==> src/sv/ckdc_pkg.sv <==
// Shared constants and types for the contour keypoint direction coder.
package ckdc_pkg;

	// Q16 tangents of 22.5, 45 and 67.5 degrees (pi taken as 3.14)
	localparam int unsigned TAN_BITS = 18;
	localparam logic [TAN_BITS-1:0] Q16_T22 = 18'd27131;
	localparam logic [TAN_BITS-1:0] Q16_T45 = 18'd65484;
	localparam logic [TAN_BITS-1:0] Q16_T67 = 18'd157951;
	localparam int unsigned Q_SHIFT = 16;

	// Step pair value before any keypoint candidate is taken
	localparam int STEP_RESET = 99;

	// Register map (index = paddr[2])
	localparam logic REG_SIDE = 1'b0;
	localparam logic REG_NEAR = 1'b1;

	localparam logic [1:0] SIDE_RESET = 2'd0;
	localparam logic [1:0] SIDE_RIGHT = 2'd3;
	localparam logic [7:0] NEAR_RESET = 8'd5;

	// Octant codes, steepest positive first
	typedef enum logic [2:0] {
		DIR_P67 = 3'd0,
		DIR_P45 = 3'd1,
		DIR_P22 = 3'd2,
		DIR_P00 = 3'd3,
		DIR_N00 = 3'd4,
		DIR_N22 = 3'd5,
		DIR_N45 = 3'd6,
		DIR_N67 = 3'd7
	} dir_code_t;

	// Per-keypoint tag carried with the coordinates
	typedef struct packed {
		logic [7:0] index;
		logic       has_dir;
		logic       is_last;
	} key_tag_t;

	// Queue write strobes from the front end
	typedef struct packed {
		logic first;
		logic second;
	} push_t;

endpackage

==> src/sv/ckdc_front.sv <==
// Front end: point window, keypoint selection and queue requests.
module ckdc_front #(
	parameter int COORD_BITS = 8
) (
	input  logic                    clk,
	input  logic                    arst_n,
	input  logic                    accept,
	input  logic [COORD_BITS-1:0]   row,
	input  logic [COORD_BITS-1:0]   col,
	input  logic                    last,
	input  logic [1:0]              side,
	input  logic [7:0]              near_distance,
	output ckdc_pkg::push_t         push,
	output logic [4*COORD_BITS+$bits(ckdc_pkg::key_tag_t)-1:0] ev0,
	output logic [4*COORD_BITS+$bits(ckdc_pkg::key_tag_t)-1:0] ev1
);
	localparam int SW   = (COORD_BITS + 1 > 8) ? COORD_BITS + 1 : 8;
	localparam int CMPW = COORD_BITS + 10;

	logic [COORD_BITS-1:0] win_row_q [3];
	logic [COORD_BITS-1:0] win_col_q [3];
	logic [7:0]            pidx_q;
	logic [7:0]            kc_q;
	logic [COORD_BITS-1:0] lk_row_q, lk_col_q;
	logic signed [SW-1:0]  psb_q, psa_q;

	logic [COORD_BITS-1:0] ax0, ax1, ax2;
	logic signed [SW-1:0]  s0, s1;
	logic signed [CMPW-1:0] drow, dcol, nd;
	logic same, near, rep, first, cand, ea_v;
	logic [COORD_BITS-1:0] ea_row, ea_col, eb_prow, eb_pcol;
	ckdc_pkg::key_tag_t    ea_tag, eb_tag;
	logic [4*COORD_BITS+$bits(ckdc_pkg::key_tag_t)-1:0] ea, eb;

	always_comb begin
		ax0 = side[0] ? win_col_q[0] : win_row_q[0];
		ax1 = side[0] ? win_col_q[1] : win_row_q[1];
		ax2 = side[0] ? win_col_q[2] : win_row_q[2];
		s0 = $signed(SW'(ax1)) - $signed(SW'(ax0));
		s1 = $signed(SW'(ax2)) - $signed(SW'(ax1));
		same = (s0 > 0 && s1 > 0) || (s0 < 0 && s1 < 0) || (s0 == 0 && s1 == 0);
		drow = $signed(CMPW'(win_row_q[1])) - $signed(CMPW'(lk_row_q));
		dcol = $signed(CMPW'(win_col_q[1])) - $signed(CMPW'(lk_col_q));
		nd   = $signed(CMPW'(near_distance));
		near = (dcol <= nd) && (drow <= nd);
		rep  = (psb_q == s0) && (psa_q == s1);
		first = (pidx_q == 8'd0);
		cand  = (pidx_q >= 8'd3) && !same && !near && !rep;
		ea_v  = first || cand;

		ea_row = first ? row : win_row_q[1];
		ea_col = first ? col : win_col_q[1];
		ea_tag.index   = kc_q;
		ea_tag.has_dir = !first;
		ea_tag.is_last = 1'b0;
		ea = {ea_tag, lk_col_q, lk_row_q, ea_col, ea_row};

		// last keypoint measures from whatever was emitted just before it
		eb_prow = ea_v ? ea_row : lk_row_q;
		eb_pcol = ea_v ? ea_col : lk_col_q;
		eb_tag.index   = kc_q + 8'(ea_v);
		eb_tag.has_dir = 1'b1;
		eb_tag.is_last = 1'b1;
		eb = {eb_tag, eb_pcol, eb_prow, col, row};

		push.first  = accept && (ea_v || last);
		push.second = accept && ea_v && last;
		ev0 = ea_v ? ea : eb;
		ev1 = eb;
	end

	always_ff @(posedge clk or negedge arst_n) begin
		if (!arst_n) begin
			for (int i = 0; i < 3; i++) begin
				win_row_q[i] <= '0;
				win_col_q[i] <= '0;
			end
			pidx_q   <= '0;
			kc_q     <= '0;
			lk_row_q <= '0;
			lk_col_q <= '0;
			psb_q    <= SW'(ckdc_pkg::STEP_RESET);
			psa_q    <= SW'(ckdc_pkg::STEP_RESET);
		end else if (accept) begin
			if (last) begin
				// end of profile: back to the idle state
				for (int i = 0; i < 3; i++) begin
					win_row_q[i] <= '0;
					win_col_q[i] <= '0;
				end
				pidx_q   <= '0;
				kc_q     <= '0;
				lk_row_q <= '0;
				lk_col_q <= '0;
				psb_q    <= SW'(ckdc_pkg::STEP_RESET);
				psa_q    <= SW'(ckdc_pkg::STEP_RESET);
			end else begin
				win_row_q[0] <= win_row_q[1];
				win_row_q[1] <= win_row_q[2];
				win_row_q[2] <= row;
				win_col_q[0] <= win_col_q[1];
				win_col_q[1] <= win_col_q[2];
				win_col_q[2] <= col;
				if (pidx_q != 8'hFF) begin
					pidx_q <= pidx_q + 8'd1;
				end
				if (ea_v) begin
					lk_row_q <= ea_row;
					lk_col_q <= ea_col;
					kc_q     <= kc_q + 8'd1;
				end
				if (cand) begin
					psb_q <= s0;
					psa_q <= s1;
				end
			end
		end
	end

endmodule

==> src/sv/ckdc_queue.sv <==
// Four-entry keypoint queue: up to two writes and one read per cycle.
module ckdc_queue #(
	parameter int DW = 42
) (
	input  logic            clk,
	input  logic            arst_n,
	input  ckdc_pkg::push_t push,
	input  logic [DW-1:0]   d0,
	input  logic [DW-1:0]   d1,
	input  logic            pop,
	output logic [DW-1:0]   head,
	output logic            head_v,
	output logic            room
);
	localparam int DEPTH = 4;
	localparam int AW    = $clog2(DEPTH);

	logic [DW-1:0] mem_q [DEPTH];
	logic [AW-1:0] wr_q, rd_q;
	logic [AW:0]   cnt_q;
	logic          do_pop;

	assign do_pop = pop && (cnt_q != '0);
	assign head   = mem_q[rd_q];
	assign head_v = (cnt_q != '0);
	// room for the two entries one point can cause
	assign room   = (cnt_q <= (AW+1)'(DEPTH - 2));

	always_ff @(posedge clk) begin
		for (int i = 0; i < DEPTH; i++) begin
			if (push.first && wr_q == AW'(i)) begin
				mem_q[i] <= d0;
			end
			if (push.second && (wr_q + AW'(1)) == AW'(i)) begin
				mem_q[i] <= d1;
			end
		end
	end

	always_ff @(posedge clk or negedge arst_n) begin
		if (!arst_n) begin
			wr_q  <= '0;
			rd_q  <= '0;
			cnt_q <= '0;
		end else begin
			wr_q  <= wr_q + AW'(push.first) + AW'(push.second);
			rd_q  <= rd_q + AW'(do_pop);
			cnt_q <= cnt_q + (AW+1)'(push.first) + (AW+1)'(push.second)
				- (AW+1)'(do_pop);
		end
	end

endmodule

==> src/sv/ckdc_back.sv <==
// Back end: octant code pipeline and output register.
module ckdc_back #(
	parameter int COORD_BITS = 8
) (
	input  logic        clk,
	input  logic        arst_n,
	input  logic [4*COORD_BITS+$bits(ckdc_pkg::key_tag_t)-1:0] head,
	input  logic        head_v,
	output logic        pop,
	input  logic [1:0]  side,
	output logic        out_valid,
	input  logic        out_stall,
	output logic [7:0]  key_row,
	output logic [7:0]  key_col,
	output logic [7:0]  key_index,
	output logic        has_direction,
	output logic [2:0]  direction,
	output logic        last_key
);
	localparam int CB = COORD_BITS;
	localparam int PW = CB + ckdc_pkg::TAN_BITS;

	ckdc_pkg::key_tag_t   h_tag;
	logic [CB-1:0]        h_row, h_col, h_prow, h_pcol;
	logic signed [CB:0]   dr, dc, num, den;

	logic                 v_s1, v_s2, out_v_q;
	logic                 en1, en2, en3;
	logic [CB-1:0]        a_s1, b_s1;
	logic                 num0_s1, den0_s1, neg_s1;
	logic [CB-1:0]        row_s1, col_s1, row_s2, col_s2;
	ckdc_pkg::key_tag_t   tag_s1, tag_s2;
	logic                 num0_s2, den0_s2, neg_s2;
	logic [PW-1:0]        q_s2, p22_s2, p45_s2, p67_s2;
	ckdc_pkg::dir_code_t  code;
	logic [7:0]           row_q, col_q;
	ckdc_pkg::key_tag_t   tag_q;
	ckdc_pkg::dir_code_t  dir_q;

	assign {h_tag, h_pcol, h_prow, h_col, h_row} = head;

	assign en3 = !out_v_q || !out_stall;
	assign en2 = !v_s2 || en3;
	assign en1 = !v_s1 || en2;
	assign pop = head_v && en1;

	always_comb begin
		dr  = $signed((CB+1)'(h_row)) - $signed((CB+1)'(h_prow));
		dc  = $signed((CB+1)'(h_pcol)) - $signed((CB+1)'(h_col));
		num = side[0] ? dc : dr;
		den = side[0] ? dr : dc;
	end

	always_ff @(posedge clk) begin
		if (en1) begin
			a_s1    <= CB'(num[CB] ? -num : num);
			b_s1    <= CB'(den[CB] ? -den : den);
			num0_s1 <= (num == '0);
			den0_s1 <= (den == '0);
			// mirror on the right side
			neg_s1  <= (num[CB] != den[CB]) ^ (side == ckdc_pkg::SIDE_RIGHT);
			row_s1  <= h_row;
			col_s1  <= h_col;
			tag_s1  <= h_tag;
		end
		if (en2) begin
			q_s2    <= PW'(a_s1) << ckdc_pkg::Q_SHIFT;
			p22_s2  <= PW'(ckdc_pkg::Q16_T22) * PW'(b_s1);
			p45_s2  <= PW'(ckdc_pkg::Q16_T45) * PW'(b_s1);
			p67_s2  <= PW'(ckdc_pkg::Q16_T67) * PW'(b_s1);
			num0_s2 <= num0_s1;
			den0_s2 <= den0_s1;
			neg_s2  <= neg_s1;
			row_s2  <= row_s1;
			col_s2  <= col_s1;
			tag_s2  <= tag_s1;
		end
		if (en3) begin
			row_q <= 8'(row_s2);
			col_q <= 8'(col_s2);
			tag_q <= tag_s2;
			dir_q <= code;
		end
	end

	always_comb begin
		if (!tag_s2.has_dir) begin
			code = ckdc_pkg::DIR_P67;
		end else if (num0_s2) begin
			code = ckdc_pkg::DIR_P00;
		end else if (den0_s2) begin
			code = ckdc_pkg::DIR_P67;
		end else if (!neg_s2) begin
			if (q_s2 >= p67_s2)      code = ckdc_pkg::DIR_P67;
			else if (q_s2 >= p45_s2) code = ckdc_pkg::DIR_P45;
			else if (q_s2 >= p22_s2) code = ckdc_pkg::DIR_P22;
			else                     code = ckdc_pkg::DIR_P00;
		end else begin
			if (q_s2 <= p22_s2)      code = ckdc_pkg::DIR_N00;
			else if (q_s2 <= p45_s2) code = ckdc_pkg::DIR_N22;
			else if (q_s2 <= p67_s2) code = ckdc_pkg::DIR_N45;
			else                     code = ckdc_pkg::DIR_N67;
		end
	end

	always_ff @(posedge clk or negedge arst_n) begin
		if (!arst_n) begin
			v_s1    <= 1'b0;
			v_s2    <= 1'b0;
			out_v_q <= 1'b0;
		end else begin
			if (en1) v_s1 <= head_v;
			if (en2) v_s2 <= v_s1;
			if (en3) out_v_q <= v_s2;
		end
	end

	assign out_valid     = out_v_q;
	assign key_row       = row_q;
	assign key_col       = col_q;
	assign key_index     = tag_q.index;
	assign has_direction = tag_q.has_dir;
	assign direction     = dir_q;
	assign last_key      = tag_q.is_last;

endmodule

==> src/sv/contour_keypoint_direction_coder.sv <==
// Top level: configuration registers, front end, keypoint queue and back end.
//
//  channel   | handshake           | payload
//  ----------+---------------------+-----------------------------------------------
//  points    | in_valid / in_stall | point_row, point_col, last_point
//  keypoints | out_valid/out_stall | key_row, key_col, key_index, has_direction,
//            |                     |   direction, last_key
//  config    | APB psel/penable    | paddr, pwdata, prdata (side @0, near_distance @4)
//
// One point per cycle is taken while the four-entry queue has room for two keypoints.
// The back end codes one keypoint per cycle while out_stall is low; a point that closes
// the profile with an inner keypoint yields two keypoints. With an empty queue and no
// output stall, out_valid rises once the keypoint is written to the output register.
// Reset clears all profile state; a stalled output holds while points keep queuing.
module contour_keypoint_direction_coder #(
	parameter int COORD_BITS = 8
) (
	input  logic        clk,
	input  logic        arst_n,
	input  logic        in_valid,
	output logic        in_stall,
	input  logic [7:0]  point_row,
	input  logic [7:0]  point_col,
	input  logic        last_point,
	output logic        out_valid,
	input  logic        out_stall,
	output logic [7:0]  key_row,
	output logic [7:0]  key_col,
	output logic [7:0]  key_index,
	output logic        has_direction,
	output logic [2:0]  direction,
	output logic        last_key,
	input  logic        psel,
	input  logic        penable,
	input  logic        pwrite,
	input  logic [2:0]  paddr,
	input  logic [31:0] pwdata,
	output logic [31:0] prdata,
	output logic        pready
);
	localparam int EW = 4*COORD_BITS + $bits(ckdc_pkg::key_tag_t);

	logic [1:0]      side_q;
	logic [7:0]      near_q;
	logic            accept, room, head_v, pop;
	ckdc_pkg::push_t push;
	logic [EW-1:0]   ev0, ev1, head;

	assign pready = 1'b1;

	always_ff @(posedge clk or negedge arst_n) begin
		if (!arst_n) begin
			side_q <= ckdc_pkg::SIDE_RESET;
			near_q <= ckdc_pkg::NEAR_RESET;
		end else if (psel && penable && pwrite) begin
			case (paddr[2])
				ckdc_pkg::REG_SIDE: side_q <= pwdata[1:0];
				ckdc_pkg::REG_NEAR: near_q <= pwdata[7:0];
				default: ;
			endcase
		end
	end

	always_comb begin
		case (paddr[2])
			ckdc_pkg::REG_SIDE: prdata = {30'd0, side_q};
			ckdc_pkg::REG_NEAR: prdata = {24'd0, near_q};
			default:            prdata = '0;
		endcase
	end

	assign in_stall = !room;
	assign accept   = in_valid && room;

	ckdc_front #(.COORD_BITS(COORD_BITS)) u_front (
		.clk           (clk),
		.arst_n        (arst_n),
		.accept        (accept),
		.row           (COORD_BITS'(point_row)),
		.col           (COORD_BITS'(point_col)),
		.last          (last_point),
		.side          (side_q),
		.near_distance (near_q),
		.push          (push),
		.ev0           (ev0),
		.ev1           (ev1)
	);

	ckdc_queue #(.DW(EW)) u_queue (
		.clk    (clk),
		.arst_n (arst_n),
		.push   (push),
		.d0     (ev0),
		.d1     (ev1),
		.pop    (pop),
		.head   (head),
		.head_v (head_v),
		.room   (room)
	);

	ckdc_back #(.COORD_BITS(COORD_BITS)) u_back (
		.clk           (clk),
		.arst_n        (arst_n),
		.head          (head),
		.head_v        (head_v),
		.pop           (pop),
		.side          (side_q),
		.out_valid     (out_valid),
		.out_stall     (out_stall),
		.key_row       (key_row),
		.key_col       (key_col),
		.key_index     (key_index),
		.has_direction (has_direction),
		.direction     (direction),
		.last_key      (last_key)
	);

endmodule

==> config.mk <==
export PLATFORM = sky130hd
export DESIGN_NAME = contour_keypoint_direction_coder
export DESIGN_NICKNAME = d
export VERILOG_FILES = /design/src/sv/ckdc_pkg.sv /design/src/sv/ckdc_front.sv /design/src/sv/ckdc_queue.sv /design/src/sv/ckdc_back.sv /design/src/sv/contour_keypoint_direction_coder.sv
export SDC_FILE = /design/constraint.sdc
export NUM_CORES = 1
export LEC_CHECK = 0
export BUFFER_PORTS_ARGS = -buffer_cell sky130_fd_sc_hd__clkbuf_2
export CAP_MARGIN = 5
export CORE_MARGIN = 2
export CORE_UTILIZATION = 68
export DETAILED_ROUTE_END_ITERATION = 6
export PLACE_DENSITY_LB_ADDON = 0.1
export SETUP_SLACK_MARGIN = 0.5
export SYNTH_ARGS = -nofsm -noshare
export SYNTH_HDL_FRONTEND = slang
export SYNTH_SLANG_ARGS = --single-unit
==> constraint.sdc <==
create_clock -name clk -period 13.7 [get_ports clk]
set_input_delay 2.055 -clock clk [delete_from_list [all_inputs] [get_ports clk]]
set_output_delay 2.055 -clock clk [all_outputs]
set_load 0.05 [all_outputs]
==> Word-level counts from Yosys, hierarchy flattened <==
Memory sizes are Yosys's and may differ from the RTL's.
Cells that the tools add are included.
{ "totals": {"ff_bits": 300, "ramBits": 168, "input_bits": 59, "output_inout_bits": 64, "wordCells": 222, "n_memories": 1} }
{ "op_classes": {"add_sub_neg": 18, "multipliers": 3, "magnitude_cmp": 14, "n_eq_ne": 11, "muxes": 60, "bitwise_logic": 7, "reduce_logical": 59} }
{ "memory_table": {"columns": ["name", "depth", "width", "rd", "rd_clocked_by_memory_dff", "wr", "line_no", "rtl"], "rows": [
  ["u_queue.mem_q", 4, 42, 1, 0, 2, "ckdc_queue.sv:18", "logic [DW-1:0] mem_q [DEPTH];"]
]} }
{ "op_table": {"columns": ["op", "count"], "rows": [
  ["42-bit 2-to-1 mux", 7],
  ["8-bit 2-to-1 mux", 15],
  ["42-bit OR reduction", 2],
  ["32-bit zero test", 2],
  ["32-bit one-hot mux with 2 select lines", 1],
  ["9-bit 2-to-1 mux", 6],
  ["8-bit by 8-bit subtractor with 9-bit output", 6],
  ["24-bit 2-to-1 mux", 2],
  ["18-bit by 9-bit <= comparator with 1-bit output", 2],
  ["24-bit by 26-bit >= comparator with 1-bit output", 1],
  ["24-bit by 26-bit <= comparator with 1-bit output", 1],
  ["18-bit by 8-bit multiplier with 26-bit output (first input constant)", 1],
  ["24-bit by 23-bit >= comparator with 1-bit output", 1],
  ["24-bit >= comparator", 1],
  ["24-bit by 23-bit <= comparator with 1-bit output", 1],
  ["24-bit <= comparator", 1],
  ["1-bit logical AND", 24],
  ["15-bit by 8-bit multiplier with 23-bit output (first input constant)", 1],
  ["14-bit by 8-bit multiplier with 22-bit output (first input constant)", 1],
  ["1-bit 2-to-1 mux", 20],
  ["9-bit == test", 2],
  ["9-bit by 1-bit greater-than comparator with 1-bit output (second input constant)", 2],
  ["9-bit zero test", 2],
  ["9-bit by 1-bit < comparator with 1-bit output (second input constant)", 2],
  ["26 further kinds", 68]
]} }

==> Longest topological paths before layout <==
{ "logic_depth": {"depth_word": 19, "mapped_depth": 29, "depth_no_buf": 26} }

==> By module <==
From an unflattened synthesis, not the netlist that was laid out.
{ "hier_totals": {"hier_cells": 2534, "area_unflattened_um2": 30232.7} }
{ "modules_own_cells": {"columns": ["mod", "instances", "cells_per_inst", "area_each_um2", "seq_area_each_um2"], "rows": [
  ["ckdc_back", 1, 1173, 13485.4, 5390.2],
  ["ckdc_queue", 1, 442, 8454.4, 5220.0],
  ["ckdc_front", 1, 859, 7606.0, 2462.4],
  ["contour_keypoint_direction_coder", 1, 60, 686.9, 252.7]
]} }

==> Worst setup path after synthesis <==
Ideal clock, no wire load.
{ "synth_path": {"kind": "register to register", "from": "register side_q[0]", "to": "memory u_queue.mem_q[1][0] (enable)", "setup_ns": 0.502, "t_arrival_ns": 7.837, "required_ns": 13.198, "slack_ns": 5.360, "stages_incl_launch_ff": 18, "n_path_buf": 4, "synth_period_minus_slack_ns": 8.340, "path_cell_list": "dfrtp_1 clkbuf_1 buf_1 clkbuf_1 buf_1 mux2_2 ha_1 inv_1 fa_1 a211oi_1 o21bai_1 xor2_1 nand4_1 nor4_1 mux2_2 o31ai_4 maj3_1 nor3b_1"} }
{ "synth_rtl": {"columns": ["element", "line_no", "rtl"], "rows": [
  ["from (decl)", "contour_keypoint_direction_coder.sv:43", "logic [1:0] side_q;"],
  ["from (signal assigned)", "contour_keypoint_direction_coder.sv:53", "side_q <= ckdc_pkg::SIDE_RESET;"],
  ["from (signal assigned)", "contour_keypoint_direction_coder.sv:57", "ckdc_pkg::REG_SIDE: side_q <= pwdata[1:0];"],
  ["to (decl)", "ckdc_queue.sv:18", null]
]} }

==> results.md <==
- Root Buffer: clkbuf_16
- R2R Path Start: side_q[0]
- Yosys cell types: 98
- Worst-Margin Slew: between 1 and 1.5 ns
- Routed Antenna Nets: 0
- TritonCTS clock tree: yes
- Syn Std Cell Area: between 20,000 and 30,000 um^2
- Initial antenna violation count: 3
- Syn-to-layout area delta: 8.05%
- Synth Area per Inst: between 10 and 15 um^2
- Slew margin rel.: approximately a fifth
- Max Cap Viol: 0
- Mapped Cells: approximately 2,500
- Worst R2R End: u_queue.mem_q[2][17]
- Via count: ~20,000
- Fin nets: around 2,900
- Post-synth ARST share: approximately a quarter
- Cts hold-fix bufs: 0
- Clock transition at the registers of the reported paths: 0.06 ns
- Yosys warns: 0
- Fmax: approximately 120 MHz
- Post-synthesis sequential area ratio: approximately 45%
- Post-placement cell count: approximately 3,000
- Clk Latency, worst-skew pair: 0.60 ns
- Top delay family on crit path: compound AO/OA/AOI/OAI gates
- Clock Sinks: ~460
- Die H: approximately 210 um
- CP max-delay cell: a21boi_4
- WP depth: 17
- EDFF count, synth: ~340
- Fin crit share: 62.4%
- Max Slew Vio Count: 0
- Status: completed
- Critical Path RT: ~14 ns
- H-tree depth: 2
- Total GRT Usage: 32.9%
- GP Congestion: approximately 0.9
- Post-detail-place hpwl: a little over 50,000 um
- Wire per inst: about 23 um
- Layout cells sized above 1: 13.5%
- RSZ-0062 raised after global routing: false
- Clock Path Buffers: 3
- CP cell instances: buf_4 -> inv_1 -> a21boi_0 -> inv_1 -> fa_1 -> a211oi_1 -> o21bai_1 -> xor2_1 -> nand4_1 -> nor4_1 -> mux2_2 -> o31ai_4 -> buf_4 -> inv_4 -> a21boi_4 -> a21o_1 -> buf_4
- Initial DRC Count: around 2,000
- Setup TNS: 0 ns
- I/O pin cnt: 123
- Flop-to-flop setup slack: just over 5 ns
- Antenna Cells: 0
- Cell row count: 76
- Synth Flop Type: edfxtp_1
- Sequential cell area: 13,300 um^2
- Setup bufs post-CTS: 0
- Crit path DAT: 8.78 ns
- Global route total overflow: 0
- Area of the multi-input gates: between 10,000 and 15,000 um^2
- Dpl ws: between 5 and 6 ns
- Via density: about 6.3
- First-pass GRT wire length: roughly 110,000 um
- Final count of hold timing violations: 0
- Crit path capture type: flop
- CP Buf/Inv Count: 6
- Hold Path Class: flop to flop
- Worst Skew: ~0.03 ns
- Largest stage delay, worst path: roughly 0.85 ns
- Routed WL: between 70,000 and 80,000 um
- Type of origin of the critical path: flop
- Most used cell, CP: buf_4
- Initial core utilization: just under 70%
- Final worst-path setup slack: approximately 5 ns
- Post-route DRC: 0
- Count of input and output buffers: slightly above 70
- Number of global-route vias before repair: slightly below 20,000
- Final setup viols: 0
- Crit path from: side_q[0]
- Die width: ~210 um
- TritonRoute pass-1 iters: 6
- Min cycle time layout: ~8.6 ns
- Synth Register Bits: about 460
- CTS buffer count: 48
- FF-to-FF path depth: 17
- Post_cts resized: 0
- FILL cells: ~3,000
- Core ar.: 43,000 um^2
- Worst setup endpoint: u_queue.mem_q[2][17]
- Largest net degree at the start of global routing: 89
- WS Path Type: flop to flop
- Die area: 45,100 um^2
- Fin cells: around 3,100
- CP max FO: 60
==> cells in the final DEF, fill, tap and decap left out, drive strengths merged, types with 22 or more instances in the layout <==
cell,count
a21o,41
a21oi,96
a32o,22
clkbuf,127
clkinv,27
conb,25
dfrtp,108
edfxtp,343
fa,96
ha,233
inv,261
mux2,75
mux2i,90
mux4,42
nand2,176
nand3,65
nand4,29
nor2,94
nor3,32
o21a,22
o21ai,85
o2bb2ai,36
xnor2,97
xor2,33
==> cell usage after synthesis, types with 7 or more instances <==
master / count / share of area [%]
ha_1: 233 / 9.9
nor2b_1: 21 / 0.45
dfrtp_1: 108 / 9.2
a21oi_1: 96 / 1.6
buf_2: 9 / 0.15
nor3_1: 31 / 0.53
o211ai_1: 7 / 0.18
o311ai_0: 8 / 0.24
buf_1: 18 / 0.23
nor4b_1: 10 / 0.30
mux2_2: 45 / 1.7
o22a_1: 8 / 0.24
a32o_1: 22 / 0.75
xnor2_1: 97 / 2.9
nor2_1: 91 / 1.2
a31oi_1: 19 / 0.40
mux2_4: 30 / 1.5
mux2i_1: 90 / 3.1
buf_6: 9 / 0.34
nor4_1: 14 / 0.30
nand2_1: 175 / 2.2
and2_1: 11 / 0.23
a21boi_0: 12 / 0.31
fa_1: 96 / 6.5
and3_1: 18 / 0.38
clkbuf_1: 38 / 0.48
mux4_2: 42 / 3.2
o21a_1: 22 / 0.56
nand4_1: 29 / 0.61
a21o_1: 41 / 1.0
xor2_1: 33 / 0.98
o31ai_1: 9 / 0.23
dfstp_2: 10 / 0.89
o2bb2ai_2: 10 / 0.51
nand3_1: 61 / 1.0
inv_1: 256 / 3.3
nand2b_1: 14 / 0.30
buf_4: 30 / 0.76
o21ai_0: 82 / 1.4
or2_2: 11 / 0.23
or3_1: 8 / 0.17
a211oi_1: 9 / 0.23
o2bb2ai_1: 26 / 0.77
edfxtp_1: 343 / 35
==> cells by family (layout without fill, tap and decap cells) <==
kind of cell | after synthesis | in the layout | synth area share (%)
AND/OR/NAND/NOR | 528 | 528 | 9.10
flip-flops | 463 | 463 | 45.1
AO/OA/AOI/OAI | 433 | 433 | 10.6
buffers and inverters | 367 | 444 | 5.33
adder cells (fa/ha/maj) | 330 | 330 | 16.4
multiplexers | 207 | 207 | 9.51
XOR/XNOR | 131 | 131 | 3.94
other | 2 | 25 | 0.0255
==> worst reg2reg max path: cells and delay by family (launching register included) <==
family	cells	cell delay, ns
AO/OA/AOI/OAI	6	3.05
buffers and inverters	6	2.51
AND/OR/NAND/NOR	2	0.73
flip-flops	1	0.70
adder cells (fa/ha/maj)	1	0.49
multiplexers	1	0.48
XOR/XNOR	1	0.23
==> registers in the layout, summed over array words and instances (netlist names), 10 cells and up <==
name               cells
u_queue.mem_q        168
u_back.p67_s2         26
u_front.win_col_q     24
u_front.win_row_q     24
u_back.p22_s2         21
u_back.p45_s2         19
u_back.tag_s1         10
u_back.tag_s2         10
==> how the worst min path moves through the flow <==
stage | start | to | slack (ns) | depth (start not counted)
after floorplan | u_back.col_s1[0] | u_back.col_s2[0] | 0.40 | 0
after global placement | u_back.tag_s1[5] | u_back.tag_s2[5] | 0.40 | 0
after detailed placement | u_back.col_s1[6] | u_back.col_s2[6] | 0.40 | 0
after CTS | u_back.col_s2[2] | u_back.key_col[2] | 0.42 | 0
after global routing | u_back.row_s1[2] | u_back.row_s2[2] | 0.42 | 0
final | u_back.col_s2[2] | u_back.key_col[2] | 0.41 | 0
==> layer usage <==
layer / wire length, um / part of all wire, % / GRT usage [%] / vias up
met3: 7860 / 11 / 8.74 / 134
met4: 1690 / 2.4 / 8.90 / 6
li1: - / - / - / 9056
met5: 45 / 0.063 / 0 / -
met1: 30000 / 42 / 46.8 / 9731
met2: 32100 / 45 / 50.4 / 979
==> metrics by stage <==
step | hold slack, ns | utilization [%] | instance area [um^2]
after floorplan | 0.400 | - | 29600
after global placement | 0.401 | 70.4 | 30300
after detailed placement | 0.405 | 70.4 | 30300
after CTS | 0.417 | 74.2 | 31900
after global routing | 0.423 | 74.2 | 31900
final | 0.415 | 74.2 | 31900
==> cell type report <==
| type | count | share of cell area, % |
|---|---|---|
| Multi-Input combinational cell | 1654 | 46.2 |
| Inverter | 263 | 3.11 |
| Clock inverter | 33 | 0.981 |
| Tap cell | 585 | 2.30 |
| Sequential cell | 463 | 41.8 |
| Timing Repair Buffer | 91 | 1.59 |
| Clock buffer | 57 | 4.04 |
Power is left out: the tool's default activity adds up to more than one toggle a clock period on the data nets, which glitch-free logic cannot reach.
